File: src/design/rmq_div_step.sv
// one quotient bit of the restoring unsigned divider
// no dependencies; instantiated per quotient bit and per divider by the top level
module rmq_div_step #(
  parameter int unsigned SW = 17,
  parameter int unsigned QB = 17
) (
  input  logic [SW-1:0] rem_i,
  input  logic [QB-1:0] lo_i,
  input  logic [QB-1:0] quo_i,
  input  logic [SW-1:0] den_i,
  output logic [SW-1:0] rem_o,
  output logic [QB-1:0] lo_o,
  output logic [QB-1:0] quo_o
);

  logic [SW:0] rem_x;
  logic [SW:0] diff;
  logic        ge;

  always_comb begin
    rem_x = {rem_i, lo_i[QB-1]};
    ge    = (rem_x >= {1'b0, den_i});
    diff  = rem_x - {1'b0, den_i};
    rem_o = ge ? diff[SW-1:0] : rem_x[SW-1:0];
    quo_o = {quo_i[QB-2:0], ge};
    lo_o  = {lo_i[QB-2:0], 1'b0};
  end

endmodule

File: config.mk
export PLATFORM = sky130hd
export DESIGN_NAME = rmq_div_step
export DESIGN_NICKNAME = d
export VERILOG_FILES = /design/src/design/rmq_div_step.sv
export SDC_FILE = /design/constraint.sdc
export NUM_CORES = 1
export LEC_CHECK = 0
export BUFFER_PORTS_ARGS = -buffer_cell sky130_fd_sc_hd__buf_2
export CAP_MARGIN = 15
export CORE_MARGIN = 1.5
export CORE_UTILIZATION = 45
export DETAILED_ROUTE_END_ITERATION = 7
export GPL_ROUTABILITY_DRIVEN = 0
export PLACE_DENSITY = 0.91
export SLEW_MARGIN = 20
export SYNTH_ARGS = -nofsm -noshare
export SYNTH_HDL_FRONTEND = slang
export SYNTH_SLANG_ARGS = --single-unit
export TNS_END_PERCENT = 10
File: constraint.sdc
create_clock -name vclk -period 5.3
set_input_delay 0.53 -clock vclk [all_inputs]
set_output_delay 0.53 -clock vclk [all_outputs]
set_load 0.1 [all_outputs]
==> flow_metrics.py <==
metrics = {
    "setup_path": {
        "crit_type": "input port to output port",
        "cpLargestDelayFamily": "buffers and inverters",
        "critical_path_arrival_ns": 3.03,
        "cp_slowest_stage_delay_ns": 0.41,
        "setup.worst_path.end_class": "output port",
        "critPathBufInv": 5,
        "worst_path_max_delay_cell": "sky130_fd_sc_hd__buf_2",
        "critical_path_required_ns": 4.77,
        "worst_setup_path_start": "lo_i[16]",
        "crit_path_cell_trace": "buf_2 -> inv_1 -> ha_1 -> inv_1 -> fa_1 -> a21oi_1 -> or3_4 -> a21oi_4 -> o21bai_4 -> and2_4 -> inv_12 -> mux2_4 -> buf_2",
        "worst-path-max-fanout": 10,
        "timing.critical_path.from_type": "input port",
    },
    "synth": {
        "netlist_area_mm2": 0.00144,
        "post_synth.cell_area_avg_um2": 7.71,
        "synthesis.instances": 187,
        "syn_nets": 273,
        "yosysWarningCount": 0,
        "synth.distinct_cells": 46,
        "register_area_share_after_synthesis": 0,
    },
    "cells_and_area": {
        "nets": 293,
        "layout.area.seq_um2": 0,
        "seq_cells": 0,
        "diodes_inserted": 0,
        "clock_buffer_cells": 0,
        "multi_input_area_mm2": 0.00107,
        "fillCellCount": 307,
        "drive_gt1_frac": 0.366,
        "flow.area_growth_from_synthesis_pct": 3.13,
    },
    "outcome": {
        "outcome": "finished, final reports clean",
    },
    "global_routing": {
        "initial_antenna_violation_count": 0,
        "grt_first_pass_wirelength_um": 4580,
        "vias_in_the_first_global_route": 1140,
        "grt_max_degree": 11,
        "global_route.overflow_total": 0,
        "grt_use_total": 0.158,
    },
    "power": {
        "p_switching_mw": 0.289,
        "power-per-cell-area_mw_per_mm2": 262,
        "intPower_mw": 0.101,
        "power.static_leakage_nw": 0.789,
        "pwr-share-clk": 0,
        "vdd_ir_drop_max_mv": 0.160,
        "pwr-share-comb": 1.000,
        "power_mw": 0.390,
        "swShare": 0.742,
        "power.share.sequential": 0,
    },
    "placement": {
        "dp.final_hpwl_um": 2410,
        "io_buffer_count": 53,
    },
    "floorplan": {
        "die_area_mm2": 0.00355,
        "design.core.area_mm2": 0.00305,
        "die_y_um": 59.6,
        "die_width_um": 59.6,
        "number_of_primary_i_o_pins": 119,
        "row_count": 20,
        "start_util": 0.472,
    },
    "drt": {
        "drt_pass1_iterations": 4,
        "wl_per_cell_um": 11.3,
        "route.detailed.drc": 0,
        "first_iter_violations": 20,
        "wirelength_um": 2800,
        "ant_nets": 0,
        "vias_per_cell": 5.12,
        "num_vias": 1274,
    },
    "hold_path": {
        "worstHoldStart": "lo_i[5]",
        "holdCritPathClass": "input port to output port",
    },
    "timing": {
        "setup-violations-final": 0,
        "rsz0062_at_grt": "false",
        "fin_setup_tns_ns": 0,
        "fmaxAchievable_ghz": 0.281,
        "final.min_clock_period_ns": 3.56,
        "maxSlewViolCount": 0,
        "min_period_over_period": 0.672,
        "hold_violations": 0,
    },
    "clocking": {
        "holdBufCountCts": 0,
        "post_cts_setup_repair_buffer_count": 0,
        "cts_resized": 0,
    },
    "flow_run": {
        "max_cap_viol_count": 0,
    },
}
[power by group through the flow]
stage          Combinational [mW]  Sequential (mW)  Clock (mW)
6_report                    0.390                0           0
5_1_grt                     0.413                0           0
4_1_cts                     0.392                0           0
3_5_place_dp                0.391                0           0
3_3_place_gp                0.387                0           0
2_1_floorplan               0.454                0           0
[through the flow]
stage                     hold WS [ns]   util  cells  cell area, um^2  setup slack, ns
after floorplan                   1.27      -    187             1440            0.647
after global placement            1.06  0.487    249             1490             1.73
after detailed placement          1.06  0.487    249             1490             1.73
after CTS                         1.06  0.487    249             1490             1.72
after global routing              1.06  0.487    249             1490             1.55
final                             1.06  0.487    249             1490             1.74
[metal layers]
metal | vias to the layer above | track usage | wire (um)
met5 | - | 0 | 0
met4 | 0 | 0.0127 | 8
met3 | 2 | 0.0284 | 197
met2 | 44 | 0.295 | 1340
met1 | 568 | 0.194 | 1260
li1 | 660 | - | -
[Yosys cell counts (2+ instances only)]
| cell type | count | area (um^2) |
|---|---|---|
| sky130_fd_sc_hd__a21boi_0 | 3 | 22.5 |
| sky130_fd_sc_hd__a21o_1 | 3 | 22.5 |
| sky130_fd_sc_hd__a21oi_1 | 13 | 65.1 |
| sky130_fd_sc_hd__and2_1 | 3 | 18.8 |
| sky130_fd_sc_hd__buf_4 | 34 | 255 |
| sky130_fd_sc_hd__ha_1 | 17 | 213 |
| sky130_fd_sc_hd__inv_1 | 22 | 82.6 |
| sky130_fd_sc_hd__mux2_4 | 10 | 150 |
| sky130_fd_sc_hd__nand2_1 | 9 | 33.8 |
| sky130_fd_sc_hd__nand2b_1 | 3 | 18.8 |
| sky130_fd_sc_hd__nand3_1 | 7 | 35.0 |
| sky130_fd_sc_hd__nor2_1 | 6 | 22.5 |
| sky130_fd_sc_hd__nor3_1 | 4 | 20.0 |
| sky130_fd_sc_hd__o21a_1 | 2 | 15.0 |
| sky130_fd_sc_hd__o21ai_0 | 7 | 35.0 |
| sky130_fd_sc_hd__o21bai_1 | 2 | 15.0 |
| sky130_fd_sc_hd__o2bb2ai_1 | 2 | 17.5 |
| sky130_fd_sc_hd__o31ai_2 | 3 | 37.5 |
| sky130_fd_sc_hd__xnor2_1 | 8 | 70.1 |
| sky130_fd_sc_hd__xor2_1 | 3 | 26.3 |
[final timing paths]
path	to	slack (ns)	depth (start not counted)
setup / recovery	rem_o[3]	1.74	13
hold / removal	lo_o[6]	1.06	0
[placed cells by master (no fill, tap or decap), drive strengths merged, types with 3 or more instances in the layout]
cell and instances:
nor2 6, nand2b 3, nor3 4, nand2 9
o21bai 3, o31ai 4, o21ai 7, nand3 8
a21o 3, xor2 3, a21oi 15, mux2 10
a21boi 3, ha 17, buf 53, and2 4
inv 23, xnor2 8
[layout make-up]
type,instances,share of cell area
multi-input cells,129,0.718
repair buffers,53,0.178
well taps,44,0.0370
inverters,23,0.0665
[kinds of logic after synthesis]
kind of cell,count (synthesis),synth area share
fa+ha+maj,18,0.161
simple gates,41,0.154
buf+inv,58,0.260
other cells,1,0.00260
xor+xnor,11,0.0668
mux,11,0.111
compound gates,47,0.245
No activity file was read; power rests on OpenSTA's default activity.
