### src/design/rmq_root_step.sv
// one digit step of the restoring integer square root
// no dependencies; instantiated once per root bit by the top level
module rmq_root_step #(
  parameter int unsigned RootW = 16,
  parameter int unsigned NW    = 32
) (
  input  logic [RootW:0]   rem_i,
  input  logic [RootW-1:0] root_i,
  input  logic [NW-1:0]    src_i,
  output logic [RootW:0]   rem_o,
  output logic [RootW-1:0] root_o,
  output logic [NW-1:0]    src_o
);

  logic [RootW+2:0] rem_x;
  logic [RootW+2:0] trial;
  logic [RootW+2:0] diff;
  logic             ge;

  always_comb begin
    rem_x  = {rem_i, src_i[NW-1 -: 2]};
    trial  = {1'b0, root_i, 2'b01};
    ge     = (rem_x >= trial);
    diff   = rem_x - trial;
    rem_o  = ge ? diff[RootW:0] : rem_x[RootW:0];
    root_o = {root_i[RootW-2:0], ge};
    src_o  = {src_i[NW-3:0], 2'b00};
  end

endmodule

### config.mk
export PLATFORM = sky130hd
export DESIGN_NAME = rmq_root_step
export DESIGN_NICKNAME = d
export VERILOG_FILES = /design/src/design/rmq_root_step.sv
export SDC_FILE = /design/constraint.sdc
export NUM_CORES = 1
export LEC_CHECK = 0
export ABC_AREA = 1
export BUFFER_PORTS_ARGS = -buffer_cell sky130_fd_sc_hd__buf_2
export CAP_MARGIN = 20
export CORE_MARGIN = 2
export CORE_UTILIZATION = 30
export DETAILED_ROUTE_END_ITERATION = 10
export PLACE_DENSITY = 0.68
export SLEW_MARGIN = 20
export SYNTH_ARGS = -nofsm -noshare
export SYNTH_HDL_FRONTEND = slang
export SYNTH_SLANG_ARGS = --single-unit
### constraint.sdc
create_clock -name vclk -period 1.4
set_clock_uncertainty 0.15 [all_clocks]
set_input_delay 0 -clock vclk [all_inputs]
set_output_delay 0 -clock vclk [all_outputs]
set_load 0.02 [all_outputs]
==> results.tsv, run 1 <==
stage	metric	value	unit
run_status	status	finished, violations left	
run_status	failing checks	negative setup slack	
floorplan	Core Area	6030	µm²
synthesis	Cell Area, Synth	1890	µm²
grt	number of global-route vias before repair	2393	
synthesis	post-synthesis simple-gate area fraction	0.463	
drt	drt drc	0	
synthesis	Cells after Synth	347	
synthesis	xor/xnor share of the synthesized area	0.0324	
cells_and_area	Reg area	0	µm²
timing	post-layout min period	1.62	ns
grt	pin count of the biggest net entering global routing	9	
cells_and_area	post-route cell area	3730	µm²
timing	RSZ-0062 raised after global routing	true	
setup_path	Setup crit end kind	primary output	
cells_and_area	CLK BUF	0	
drt	vias per cell	4.64	
grt	GRT Util Overall	0.174	
grt	met2 Resource Use GR	0.337	
synthesis	post-synth top area share	0.228	
grt	Most Crowded Layer GR	met2	
run	maxcap violations	0	
cells_and_area	Antenna diodes	0	
setup_path	crit path max fanout	6	
cells_and_area	sequential cell count	0	
pwr	PD cells	525	nW/µm²
setup_path	Critical Path Start Type	input port	
drt	Routed WL	6760	µm
synthesis	Synth top cells by count	nand2_1, inv_1, buf_4	
timing	Final Setup Violations	18	
place	# placed instances	485	
cells_and_area	Final Util	0.619	
cells_and_area	fin cells	530	
drt	Routed Antenna Nets	0	
pwr	Max VDD drop	0.248	mV
synthesis	Avg Cell Area, Syn	5.46	µm²
timing	final worst slack	-0.222	ns
setup_path	Arrival @ worst endpoint	1.47	ns
floorplan	Die Span X	83.4	µm
timing	total negative slack	-3.41	ns
cells_and_area	Nets	540	
synthesis	leading area contributor after synthesis	nand2_1	
grt	met1 Use GR	0.210	
drt	drt wl/cell	12.7	µm
floorplan	Die Area	6960	µm²
synthesis	synth warn	0	
drt	DRT iter0 DRCs	113	
grt	GRT overflow	0	
place	HPWL Detailed	4360	µm
floorplan	Initial Utilization	0.314	
floorplan	Die Height	83.4	µm
pwr	Total Power	1960	µW
cells_and_area	share of layout cells above drive strength 1	0.622	
grt	first-pass GRT wire length	10500	µm
cells_and_area	# fillers	508	
timing	Fmax	617	MHz
floorplan	# IOs	130	
synthesis	Post-Synth Adder-Cell Area	0.119	
synthesis	cell with the most instances after synthesis	nand2_1	
place	Final Wtd Congestion	0.901	
pwr	Leak	0.00195	µW
cells_and_area	synth-to-layout area growth	97.1	%
synthesis	mux contribution to synthesized area	0	
drt	first-pass detailed-route iteration total	4	
synthesis	Distinct cells, synth	25	
timing	Final Hold Vio Count	0	
setup_path	Setup CP Type	input port to primary output	
synthesis	main combinational cell family by area after synthesis	simple AND/OR/NAND/NOR gates	
grt	antenna violations before repair	0	
setup_path	Critical Path RT	1.25	ns
floorplan	Rows	28	
grt	routing usage on met3	0.00795	
timing	Slew Limit Fails	0	
synthesis	Synth area leaders	nand2_1, buf_4, inv_1, ha_1, nand3_1	
synthesis	register area share after synthesis	0	
min_path	Hold Path Class	input port to primary output	
drt	via count	2459	
synthesis	Compound-Gate Fraction of Synth Area	0.0397	
place	Port-buffer cells	68	
place	cell area after placement	2620	µm²
timing	final period utilization	1.16	
-- cells by family after synthesis --
| logic type | after synthesis |
|---|---|
| xor gates and xnor gates | 7 |
| AOI/OAI and AO/OA | 13 |
| adders and majority gates | 18 |
| and+or+nand+nor | 189 |
| buffers and inverters | 119 |
| other | 1 |
-- layout by cell type, fill, tap and decap left out, types with 3 or more instances in the layout --
master          n
nand2_1        56
buf_4          48
inv_1          46
nand2_2        46
buf_6          40
buf_2          33
nand2_4        32
dlygate4sd3_1  30
nand3_1        19
ha_4           16
inv_2          13
nand3_2        11
inv_4           8
a21oi_2         8
nor2_4          8
nand2_8         5
nor2_1          4
nand4_1         4
a21oi_1         3
nor3_2          3
xor2_1          3
buf_8           3
-- final cells by class --
class / instances / area, µm² / share of cell area
repair buffers: 156 / 1360 / 0.365
multi-input cells: 232 / 2000 / 0.537
well taps: 75 / 93.8 / 0.0252
inverters: 67 / 272 / 0.0728
-- metrics by stage --
step	hold WS [ns]	setup slack (ns)
CTS	0.0677	-0.175
global route	0.0760	-0.308
detailed placement	-0.150	-0.303
floorplan	-0.0374	0.00106
global placement	-0.150	-0.304
finish	0.0692	-0.222
-- where the power goes --
group	switching, µW	internal, µW	total [µW]
registers	0	0	0
clock network	0	0	0
logic	1040	915	1960
total	1040	915	1960
-- timing repair --
action / CTS / global route
buffers inserted: 7 / 4
gates cloned: 4 / 0
hold buffers: 30 / 0
pin swaps: 36 / 38
endpoints found under the setup margin: 18 / 18
gates resized for setup: 118 / 72
hold endpoints to repair: 30 / 0
-- worst paths after layout --
path	cells after the start	from	endpoint	slack, ns
hold / removal	2	root_i[8]	root_o[9]	0.07
setup / recovery	12	rem_i[8]	rem_o[4]	-0.22
-- worst max-delay path, cell delays in order --
cell	delay, ns
buf_6	0.10
ha_4	0.31
nand2_4	0.09
nor2_4	0.15
nand3_4	0.11
nand3_4	0.13
nand2_8	0.08
buf_12	0.15
nand2_8	0.12
nand2_4	0.06
nand2_4	0.06
buf_6	0.11
-- metal layers --
metal | vias up | wire length, µm
met5 | - | 0
met2 | 107 | 3590
li1 | 1220 | -
met1 | 1119 | 2690
met3 | 13 | 320
met4 | 0 | 144
Note: power is estimated with default switching activity, not from simulation.
==> run 2: changes to the inputs <==
--- a/config.mk
+++ b/config.mk
@@ -11,7 +11,7 @@
 export CORE_MARGIN = 2
 export CORE_UTILIZATION = 30
 export DETAILED_ROUTE_END_ITERATION = 10
-export PLACE_DENSITY = 0.68
+export PLACE_DENSITY = 0.66
 export SLEW_MARGIN = 20
 export SYNTH_ARGS = -nofsm -noshare
 export SYNTH_HDL_FRONTEND = slang
==> results.tsv, run 2 (same netlist as run 1, synthesis figures left out) <==
stage	metric	value	unit
drt	first-pass detailed-route iteration total	4	
pwr	Total Power	1900	µW
place	HPWL Detailed	4270	µm
cells_and_area	most frequent cells in the layout	nand2_1, inv_1, buf_4	
setup_path	Critical Path Start Type	input port	
grt	antenna violations before repair	0	
cells_and_area	synth-to-layout area growth	95.8	%
setup_path	crit path max fanout	4	
cells_and_area	post-route cell area	3710	µm²
setup_path	CP max-delay cell	ha_4	
setup_path	CP peak stage delay	0.30	ns
grt	first-pass GRT wire length	10200	µm
cells_and_area	CLK BUF	0	
drt	drt drc	0	
grt	GRT overflow	0	
drt	vias per cell	4.49	
timing	post-layout min period	1.67	ns
floorplan	Die Height	83.4	µm
floorplan	Core Area	6030	µm²
cells_and_area	share of layout cells above drive strength 1	0.573	
setup_path	worst setup path startpoint	root_i[9]	
floorplan	Rows	28	
drt	Routed WL	6550	µm
cells_and_area	Reg area	0	µm²
drt	DRT iter0 DRCs	76	
min_path	Hold Path Class	input port to primary output	
drt	drt wl/cell	12.4	µm
timing	Final Hold Vio Count	0	
floorplan	Die Span X	83.4	µm
grt	pin count of the biggest net entering global routing	10	
setup_path	worst path cell trace	buf_2 -> inv_1 -> ha_4 -> nand2_1 -> inv_2 -> nand2_2 -> buf_4 -> nor3_2 -> nand2_2 -> nand2_1 -> nand2_1 -> nand2_1 -> nand2_4 -> nand2_2 -> buf_6	
drt	Routed Antenna Nets	0	
setup_path	Critical Path RT	1.25	ns
setup_path	Arrival @ worst endpoint	1.52	ns
floorplan	Die Area	6960	µm²
pwr	PD cells	512	nW/µm²
cells_and_area	commonest non-fill, non-tap cell in the layout	nand2_1	
cells_and_area	Antenna diodes	0	
timing	RSZ-0062 raised after global routing	true	
place	cell area after placement	2610	µm²
cells_and_area	area occupied by multi-input gates	1970	µm²
timing	Fmax	600	MHz
floorplan	Initial Utilization	0.314	
timing	Slew Limit Fails	0	
cells_and_area	sequential cell count	0	
pwr	Max VDD drop	0.268	mV
cells_and_area	Nets	537	
place	Final Wtd Congestion	0.889	
run_status	failing checks	negative setup slack	
setup_path	Setup crit end kind	primary output	
run	maxcap violations	0	
run_status	status	finished, violations left	
place	Port-buffer cells	68	
setup_path	Most Frequent Cell on Critical Path	nand2_1	
timing	Final Setup Violations	18	
drt	via count	2366	
pwr	Leak	0.00195	µW
timing	total negative slack	-3.66	ns
grt	number of global-route vias before repair	2214	
setup_path	CP endpoint	rem_o[15]	
cells_and_area	# fillers	491	
place	pre-CTS WS	-0.350	ns
timing	final worst slack	-0.267	ns
floorplan	# IOs	130	
setup_path	Setup CP Type	input port to primary output	
timing	final period utilization	1.19	
grt	GRT Util Overall	0.170	
run 2: critical path: cells and delay by family:
family | cells | cell delay, ns
adder cells (fa/ha/maj) | 1 | 0.30
AND/OR/NAND/NOR | 9 | 0.77
buffers and inverters | 5 | 0.48
run 2: what timing repair did:
action	in CTS	in global routing
pin swaps	43	31
hold buffers	30	0
buffers inserted	11	1
gates cloned	4	0
setup endpoints to repair	18	18
gates resized for setup	123	36
endpoints found under the hold margin	30	0
run 2: how the worst min path moves through the flow:
| stage | startpoint | to | depth (start not counted) |
|---|---|---|---|
| final | root_i[14] | root_o[15] | 2 |
| after global routing | root_i[14] | root_o[15] | 2 |
| after CTS | root_i[5] | root_o[6] | 2 |
| after detailed placement | src_i[10] | src_o[12] | 0 |
| after global placement | src_i[10] | src_o[12] | 0 |
| after floorplan | root_i[9] | root_o[10] | 1 |
run 2: layout make-up:
| class | instances | share of cell area |
|---|---|---|
| inverter | 67 | 0.0706 |
| multi-input combinational | 232 | 0.530 |
| tap | 75 | 0.0253 |
| timing repair buffer | 153 | 0.374 |
run 2: report_power, final:
group	leakage (µW)	switching, µW	total (µW)	internal, µW
clock network	0	0	0	0
logic	0.00195	1010	1900	889
registers	0	0	0	0
run 2: layer usage:
metal / GRT usage / wire [µm]
met5: 0 / 0
met4: 0.0249 / 114
met3: 0.00298 / 329
met2: 0.329 / 3420
met1: 0.213 / 2680
run 2: stage by stage:
step / utilization / hold WS (ns) / std cells
3_3_place_gp: 0.433 / -0.150 / 481
2_1_floorplan: - / -0.0374 / 348
6_report: 0.615 / 0.0664 / 527
5_1_grt: 0.615 / 0.0709 / 527
3_5_place_dp: 0.433 / -0.150 / 481
4_1_cts: 0.592 / 0.0675 / 526
